===== config.mk =====
export PLATFORM = sky130hd
export DESIGN_NAME = table_linear_interpolator_unit
export DESIGN_NICKNAME = d
export VERILOG_FILES = /design/src/design/tli_pkg.sv /design/src/design/tli_div.sv /design/src/design/table_linear_interpolator_unit.sv
export SDC_FILE = /design/constraint.sdc
export NUM_CORES = 2
export LEC_CHECK = 0
export BUFFER_PORTS_ARGS = -buffer_cell sky130_fd_sc_hd__buf_2
export CAP_MARGIN = 20
export CORE_AREA = 2 2 354 356
export DETAILED_ROUTE_END_ITERATION = 6
export DIE_AREA = 0 0 356 358
export HOLD_SLACK_MARGIN = 0.03
export PLACE_DENSITY = 0.64
export SLEW_MARGIN = 20
export SYNTH_ARGS = -nofsm -noshare
export SYNTH_HDL_FRONTEND = slang
export SYNTH_HIERARCHICAL = 1
export SYNTH_SLANG_ARGS = --single-unit

===== constraint.sdc =====
create_clock -name clk -period 7.8 [get_ports clk]
set_input_delay 0.78 -clock clk [delete_from_list [all_inputs] [get_ports clk]]
set_output_delay 0.78 -clock clk [all_outputs]
set_load 0.02 [all_outputs]

===== src/design/tli_pkg.sv =====
// ----------------------------------------------------------------------------
// Table interpolator package
// Status codes, fixed widths and the divider status type.
// ----------------------------------------------------------------------------
package tli_pkg;

  localparam int TARGET_BITS = 24;
  localparam int STATUS_BITS = 2;

  localparam logic [STATUS_BITS-1:0] ST_INTERP = 2'd0;
  localparam logic [STATUS_BITS-1:0] ST_BELOW  = 2'd1;
  localparam logic [STATUS_BITS-1:0] ST_ABOVE  = 2'd2;

  typedef struct packed {
    logic done;
    logic rem_nz;
  } tli_div_stat_t;

endpackage


===== src/design/tli_div.sv =====
// ----------------------------------------------------------------------------
// Table interpolator divider
// Restoring divider that produces one quotient bit per cycle.
// ----------------------------------------------------------------------------
module tli_div
  import tli_pkg::*;
#(
  parameter int ABSCISSA_BITS = 24,
  parameter int VALUE_BITS    = 32
) (
  input  logic                                clk,
  input  logic                                rst_n,
  input  logic                                start,
  input  logic [ABSCISSA_BITS+VALUE_BITS-1:0] dividend,
  input  logic [ABSCISSA_BITS-1:0]            divisor,
  output logic [VALUE_BITS-1:0]               quotient,
  output tli_div_stat_t                       stat
);

  localparam int AB    = ABSCISSA_BITS;
  localparam int VB    = VALUE_BITS;
  localparam int CNT_W = $clog2(VB);

  logic [AB-1:0]    rem_r;
  logic [VB-1:0]    sh_r;
  logic [AB-1:0]    div_r;
  logic [CNT_W-1:0] cnt_r;
  logic             busy_r;
  logic             done_r;

  logic [AB:0]      partial;
  logic [AB+1:0]    trial;
  logic             ge;
  logic [AB-1:0]    rem_nxt;

  assign partial = {rem_r, sh_r[VB-1]};
  assign trial   = {1'b0, partial} - {2'b00, div_r};
  assign ge      = ~trial[AB+1];
  assign rem_nxt = ge ? trial[AB-1:0] : partial[AB-1:0];

  always_ff @(posedge clk) begin
    if (!rst_n) begin
      busy_r <= 1'b0;
      done_r <= 1'b0;
    end else begin
      done_r <= 1'b0;
      if (start) begin
        busy_r <= 1'b1;
      end else if (busy_r && (cnt_r == CNT_W'(VB - 1))) begin
        busy_r <= 1'b0;
        done_r <= 1'b1;
      end
    end
  end

  always_ff @(posedge clk) begin
    if (start) begin
      rem_r <= dividend[AB+VB-1:VB];
      sh_r  <= dividend[VB-1:0];
      div_r <= divisor;
      cnt_r <= '0;
    end else if (busy_r) begin
      rem_r <= rem_nxt;
      sh_r  <= {sh_r[VB-2:0], ge};
      cnt_r <= cnt_r + CNT_W'(1);
    end
  end

  assign quotient    = sh_r;
  assign stat.done   = done_r;
  assign stat.rem_nz = |rem_r;

endmodule


===== src/design/table_linear_interpolator_unit.sv =====
// ----------------------------------------------------------------------------
// Table linear interpolator
// Rows of an ascending (abscissa, value) table arrive as words on the in_
// channel, tlast on the final row; cfg_wr_en/cfg_wr_data set the target.
// A target below the first row, above or equal to the last row gives the end
// value in the cycle after that row is taken. The row that brackets the target
// runs one multiply and a restoring divide, one quotient bit per cycle, so the
// input stays not ready through the S_MUL, S_LOAD and S_DIV states until the
// result is registered. One result word per table goes out on the out_
// channel; later rows are taken and dropped until tlast. The output
// register lets new rows in while a result waits, except that a row able to
// produce a result waits for it. Reset clears the target and the table state.
// ----------------------------------------------------------------------------
module table_linear_interpolator_unit
  import tli_pkg::*;
#(
  parameter int ABSCISSA_BITS = 24,
  parameter int VALUE_BITS    = 32,
  parameter int IN_DATA_W     = ((ABSCISSA_BITS + VALUE_BITS + 7) / 8) * 8,
  parameter int OUT_DATA_W    = ((VALUE_BITS + 7) / 8) * 8
) (
  input  logic                   clk,
  input  logic                   rst_n,
  input  logic                   cfg_wr_en,
  input  logic [TARGET_BITS-1:0] cfg_wr_data,
  input  logic                   in_tvalid,
  output logic                   in_tready,
  input  logic [IN_DATA_W-1:0]   in_tdata,   // row_abscissa, row_value
  input  logic                   in_tlast,
  output logic                   out_tvalid,
  input  logic                   out_tready,
  output logic [OUT_DATA_W-1:0]  out_tdata,  // result_value
  output logic [STATUS_BITS-1:0] out_tuser   // result_status
);

  localparam int AB    = ABSCISSA_BITS;
  localparam int VB    = VALUE_BITS;
  localparam int EXT_W = (AB > TARGET_BITS) ? AB : TARGET_BITS;

  localparam logic [1:0] S_IDLE = 2'd0;
  localparam logic [1:0] S_MUL  = 2'd1;
  localparam logic [1:0] S_LOAD = 2'd2;
  localparam logic [1:0] S_DIV  = 2'd3;

  logic [1:0]             state_r;
  logic [TARGET_BITS-1:0] target_r;
  logic [AB-1:0]          prev_abs_r;
  logic [VB-1:0]          prev_val_r;
  logic                   first_seen_r;
  logic                   answered_r;
  logic [VB-1:0]          base_r;
  logic [VB-1:0]          diff_r;
  logic [AB-1:0]          dx_r;
  logic [AB-1:0]          span_r;
  logic                   neg_r;
  logic [AB+VB-1:0]       prod_r;
  logic                   out_valid_r;
  logic [VB-1:0]          out_value_r;
  logic [STATUS_BITS-1:0] out_status_r;

  logic [EXT_W-1:0]       target_ext;
  logic [AB-1:0]          t_abs;
  logic [AB-1:0]          row_abs;
  logic [VB-1:0]          row_val;
  logic                   in_fire;
  logic                   div_start;
  logic [VB-1:0]          quotient;
  tli_div_stat_t          div_stat;
  logic [VB-1:0]          interp_value;

  assign target_ext = EXT_W'(target_r);
  assign t_abs      = target_ext[AB-1:0];
  assign row_abs    = in_tdata[AB-1:0];
  assign row_val    = in_tdata[AB+VB-1:AB];

  assign in_tready = (state_r == S_IDLE) && (!out_valid_r || out_tready || answered_r);
  assign in_fire   = in_tvalid && in_tready;
  assign div_start = (state_r == S_LOAD);

  assign interp_value = neg_r ? (base_r - quotient - VB'(div_stat.rem_nz))
                              : (base_r + quotient);

  tli_div #(
    .ABSCISSA_BITS(AB),
    .VALUE_BITS   (VB)
  ) u_div (
    .clk     (clk),
    .rst_n   (rst_n),
    .start   (div_start),
    .dividend(prod_r),
    .divisor (span_r),
    .quotient(quotient),
    .stat    (div_stat)
  );

  always_ff @(posedge clk) begin
    if (!rst_n) begin
      state_r      <= S_IDLE;
      target_r     <= '0;
      prev_abs_r   <= '0;
      prev_val_r   <= '0;
      first_seen_r <= 1'b0;
      answered_r   <= 1'b0;
      out_valid_r  <= 1'b0;
    end else begin
      if (cfg_wr_en) begin
        target_r <= cfg_wr_data;
      end
      if (out_valid_r && out_tready) begin
        out_valid_r <= 1'b0;
      end
      case (state_r)
        S_IDLE: begin
          if (in_fire) begin
            if (answered_r) begin
              // Rows after the answer are dropped.
            end else if (!first_seen_r && (t_abs < row_abs)) begin
              out_valid_r  <= 1'b1;
              out_value_r  <= row_val;
              out_status_r <= ST_BELOW;
              answered_r   <= 1'b1;
            end else if (first_seen_r && (row_abs > t_abs)) begin
              base_r     <= prev_val_r;
              neg_r      <= (row_val < prev_val_r);
              diff_r     <= (row_val < prev_val_r) ? (prev_val_r - row_val)
                                                   : (row_val - prev_val_r);
              dx_r       <= t_abs - prev_abs_r;
              span_r     <= row_abs - prev_abs_r;
              answered_r <= 1'b1;
              state_r    <= S_MUL;
            end else if (in_tlast) begin
              out_valid_r  <= 1'b1;
              out_value_r  <= row_val;
              out_status_r <= (row_abs == t_abs) ? ST_INTERP : ST_ABOVE;
              answered_r   <= 1'b1;
            end else begin
              prev_abs_r   <= row_abs;
              prev_val_r   <= row_val;
              first_seen_r <= 1'b1;
            end
            if (in_tlast) begin
              prev_abs_r   <= '0;
              prev_val_r   <= '0;
              first_seen_r <= 1'b0;
              answered_r   <= 1'b0;
            end
          end
        end
        S_MUL: begin
          prod_r  <= (AB+VB)'(diff_r) * (AB+VB)'(dx_r);
          state_r <= S_LOAD;
        end
        S_LOAD: begin
          state_r <= S_DIV;
        end
        S_DIV: begin
          if (div_stat.done) begin
            out_valid_r  <= 1'b1;
            out_value_r  <= interp_value;
            out_status_r <= ST_INTERP;
            state_r      <= S_IDLE;
          end
        end
        default: begin
          state_r <= S_IDLE;
        end
      endcase
    end
  end

  assign out_tvalid = out_valid_r;
  assign out_tdata  = OUT_DATA_W'(out_value_r);
  assign out_tuser  = out_status_r;

endmodule


==> impl_metrics.toml <==
[clock_network]
cts_hold_buf = 0
root_buffer = "clkbuf_16"
clk_transition_reported_paths_ns = 0.07
cts_made_buffers = 42
clk_latency_ns = 0.60
cts-htree-levels = 2
cts_tree = "done"
cts_num_sinks = 375
cts_buffer_depth = 3

[setup_path]
cp_top_family = "adder cells"
reg2reg_from = "diff_r[13]"
r2r_end = "prod_r[52]"
r2r_slack_ns = 0.22
crit_type = "register to register"
slowest_stage = "fa_1"
crit_path_start_kind = "register"
crit_arrival_ns = 7.93
ff2ff_path_depth = 25
required_ns = 8.15
crit_top_cell = "fa_1"
cp_max_fo = 20
cp-end-kind = "register"
path_buf_inv = 7
slowest_delay_ns = 0.62

[sta]
setup_tns_ns = 0
worst_pin_slew_ns = 1.04
max_freq_mhz = 132
min_period_ns = 7.58
fin_skew_ns = 0.0235
setup_viol = 0
hold_viol_final = 0
period_share_pct = 97.2
timing.slew.headroom_pct = 30.7
slew_viol_final = 0
rsz0062_at_grt = "no"
fin_ws_ns = 0.219

[synthesis]
yosysUniqueCellTypes = 93
synth_area_um2 = 49000
ys_async_sr_fraction_pct = 0
synth-main-ff-cell = "edfxtp_1"
syn_inst = 5238
syn-num-nets = 6426
synth_seq_cells = 375
synth-edff-count = 283
yosys_warnings = 6
ys_seq_area_share_pct = 21.1
synth.avg_cell_area_um2 = 9.36

[floorplan]
die_h_um = 358
rows = 129
start_util_pct = 39.7
die_x_um = 356
fp.coreArea_um2 = 123000
io_pins = 122
die_area_um2 = 127000

[placed_design]
dp_hpwl_um = 103000
place_area_um2 = 51800
gp_congestion = 0.897
preCtsSetupSlack_ns = -0.122
io_buffers = 121

[cells_and_area]
fin_area_um2 = 53400
drive_above_1_share_pct = 7.45
final_net_count = 6486
area_delta_synth_final_pct = 8.94

[pwr]
seq_power_share_pct = 20.4
max-vdd-ir-drop_uv = 364
power.switching_mw = 6.39
p_int_mw = 7.89
p_per_area_nw_per_um2 = 267
clock_power_share_pct = 15.1
leakagePower_nw = 24.7
swShare_pct = 44.7
totalPowerFinal_mw = 14.3
pwr-share-comb_pct = 64.5

[global_route]
grt-ovfl-total = 0
antenna_found_initial = 2
grt_pass1_wl_um = 206000
track_usage_pct = 20.2
grt_max_degree = 58
first_global_vias = 37929

[routing]
wl_met1_um = 53300
via_count = 36455
detail_route.iter0.violations = 2567
top_layer = "met4"
routed-wl-met2_um = 63200
wl_met3_um = 6590
via_per_inst = 5.23
wirelength_um = 127000
routedWlPerCell_um = 18.2
drc_errors = 0
ant_nets = 0
dr.pass1.iters = 5

[worst_hold_path]
hp-start = "span_r[18]"
worst_hold_path.num_cells = 0
hold_path_class = "register to register"
hold_end = "u_div/div_r[18]"

[flow_run]
max_cap_viol_count = 0

[run_status]
status = "finished, final reports clean"
-- power groups by stage --
stage | clock, mW | sequential [mW] | combinational (mW)
4_1_cts | 2.20 | 2.92 | 9.23
6_report | 2.16 | 2.91 | 9.21
5_1_grt | 2.27 | 2.93 | 10.3
3_3_place_gp | 0 | 2.95 | 9.08
3_5_place_dp | 0 | 2.96 | 9.16
2_1_floorplan | 0 | 2.96 | 6.60
-- synthesized netlist by cell type, types with 9 or more instances --
cell type	number	share of area, %
a22o_1	57	1.0
clkbuf_1	199	1.5
inv_1	999	7.7
and2_1	405	5.2
a21oi_1	226	2.3
o21bai_1	28	0.43
o31ai_1	28	0.43
xor2_1	48	0.86
mux2_2	35	0.80
and3_1	22	0.28
nand2_1	522	4.0
o221ai_1	9	0.16
nor2_1	205	1.6
dfxtp_1	92	3.8
o211ai_1	22	0.34
nor3_1	55	0.56
edfxtp_1	283	17
a31oi_1	38	0.49
o21a_1	35	0.54
fa_1	666	27
nor2b_1	44	0.56
xnor2_1	141	2.5
a21o_1	106	1.6
nand4_1	38	0.49
or2_2	12	0.15
ha_1	436	11
or3_1	20	0.26
nand3_1	43	0.44
a21boi_0	14	0.21
nor4_1	14	0.18
mux2i_1	45	0.92
nand2b_1	23	0.29
o21ai_0	130	1.3
a211oi_1	25	0.38
-- layout by cell type (no fill, tap or decap), drive strengths merged, types with 23 or more instances in the layout --
master	n
and2	406
o21ai	137
buf	240
xor2	48
a22o	57
nand3	43
mux2i	45
mux2	36
nor3	56
inv	1010
a31oi	39
a211oi	26
nor2	205
o21a	35
a21oi	227
nand2b	23
ha	436
nand2	523
dfxtp	92
xnor2	141
edfxtp	283
clkbuf	48
o21bai	28
nor2b	44
fa	666
a21o	106
o31ai	28
nand4	40
-- registers in the layout, indices dropped and copies added (netlist names) --
| register | flops |
|---|---|
| answered_r | 1 |
| base_r | 32 |
| diff_r | 32 |
| dx_r | 24 |
| first_seen_r | 1 |
| neg_r | 1 |
| out_tdata | 32 |
| out_tuser | 2 |
| out_tvalid | 1 |
| prev_abs_r | 24 |
| prev_val_r | 32 |
| prod_r | 56 |
| span_r | 24 |
| state_r | 2 |
| t_abs | 24 |
| u_div/busy_r | 1 |
| u_div/cnt_r | 5 |
| u_div/div_r | 24 |
| u_div/done_r | 1 |
| u_div/quotient | 32 |
| u_div/rem_r | 24 |
-- through the flow --
stage / cells / hold slack (ns) / util, %
2_1_floorplan: 5238 / 0.400 / -
3_3_place_gp: 6882 / 0.402 / 42.0
3_5_place_dp: 6882 / 0.405 / 42.0
4_1_cts: 6960 / 0.382 / 43.2
5_1_grt: 6968 / 0.404 / 43.3
6_report: 6970 / 0.416 / 43.3
-- worst register-to-register path, cell delays in order (launching register included) --
cell	delay (ns)
edfxtp_1	0.50
buf_4	0.28
and2_1	0.22
fa_1	0.53
inv_1	0.05
fa_1	0.48
inv_1	0.06
fa_1	0.48
fa_1	0.62
fa_1	0.45
fa_1	0.49
inv_1	0.05
fa_1	0.47
inv_1	0.04
ha_1	0.37
and4_1	0.26
nor3b_2	0.34
o211ai_1	0.16
buf_4	0.20
a311oi_1	0.30
a31oi_1	0.09
buf_4	0.17
a211oi_1	0.37
a211o_1	0.19
a21oi_1	0.07
xnor2_1	0.13
-- timing repair --
action / 4_1_cts / 5_1_grt
buffers inserted: 1 / 8
gates cloned: 0 / 0
gates resized for setup: 0 / 3
endpoints found under the setup margin: 3 / 11
pin swaps: 1 / 2
-- cell families (layout without fill, tap and decap cells) --
logic type	after synthesis	after routing	synth area share (%)
simple gates	1442	1442	14.7
buf+inv	1226	1319	9.52
fa+ha+maj	1102	1102	38.3
compound gates	823	823	11.2
flops	375	375	21.1
xor+xnor	189	189	3.38
mux	81	81	1.75
other cells	0	2	0
-- worst max path at each step --
stage,from,to,slack [ns],cells after the start
5_1_grt,dx_r[1],prod_r[52],0.005,25
6_report,diff_r[13],prod_r[52],0.22,25
3_3_place_gp,diff_r[13],prod_r[52],-0.1,24
3_5_place_dp,diff_r[12],prod_r[52],-0.12,24
4_1_cts,diff_r[12],prod_r[52],0.04,25
2_1_floorplan,in_tdata[1],base_r[0],0.34,10
-- final cells by class --
type | instances | area (µm²)
fill | 12025 | 69900
multi-input combinational | 3637 | 34100
sequential | 375 | 10300
inverter | 1002 | 3760
tap | 1637 | 2050
timing repair buffer | 240 | 1690
clock buffer | 48 | 1150
clock inverter | 29 | 340
antenna | 2 | 5.00
-- layer usage --
| metal | vias to the layer above | GRT usage (%) |
|---|---|---|
| met3 | 180 | 2.39 |
| met1 | 18329 | 26.1 |
| met4 | 0 | 5.93 |
| met2 | 971 | 35.4 |
| met5 | - | 0 |
| li1 | 16975 | - |
Power figures use the tool's default switching activity.
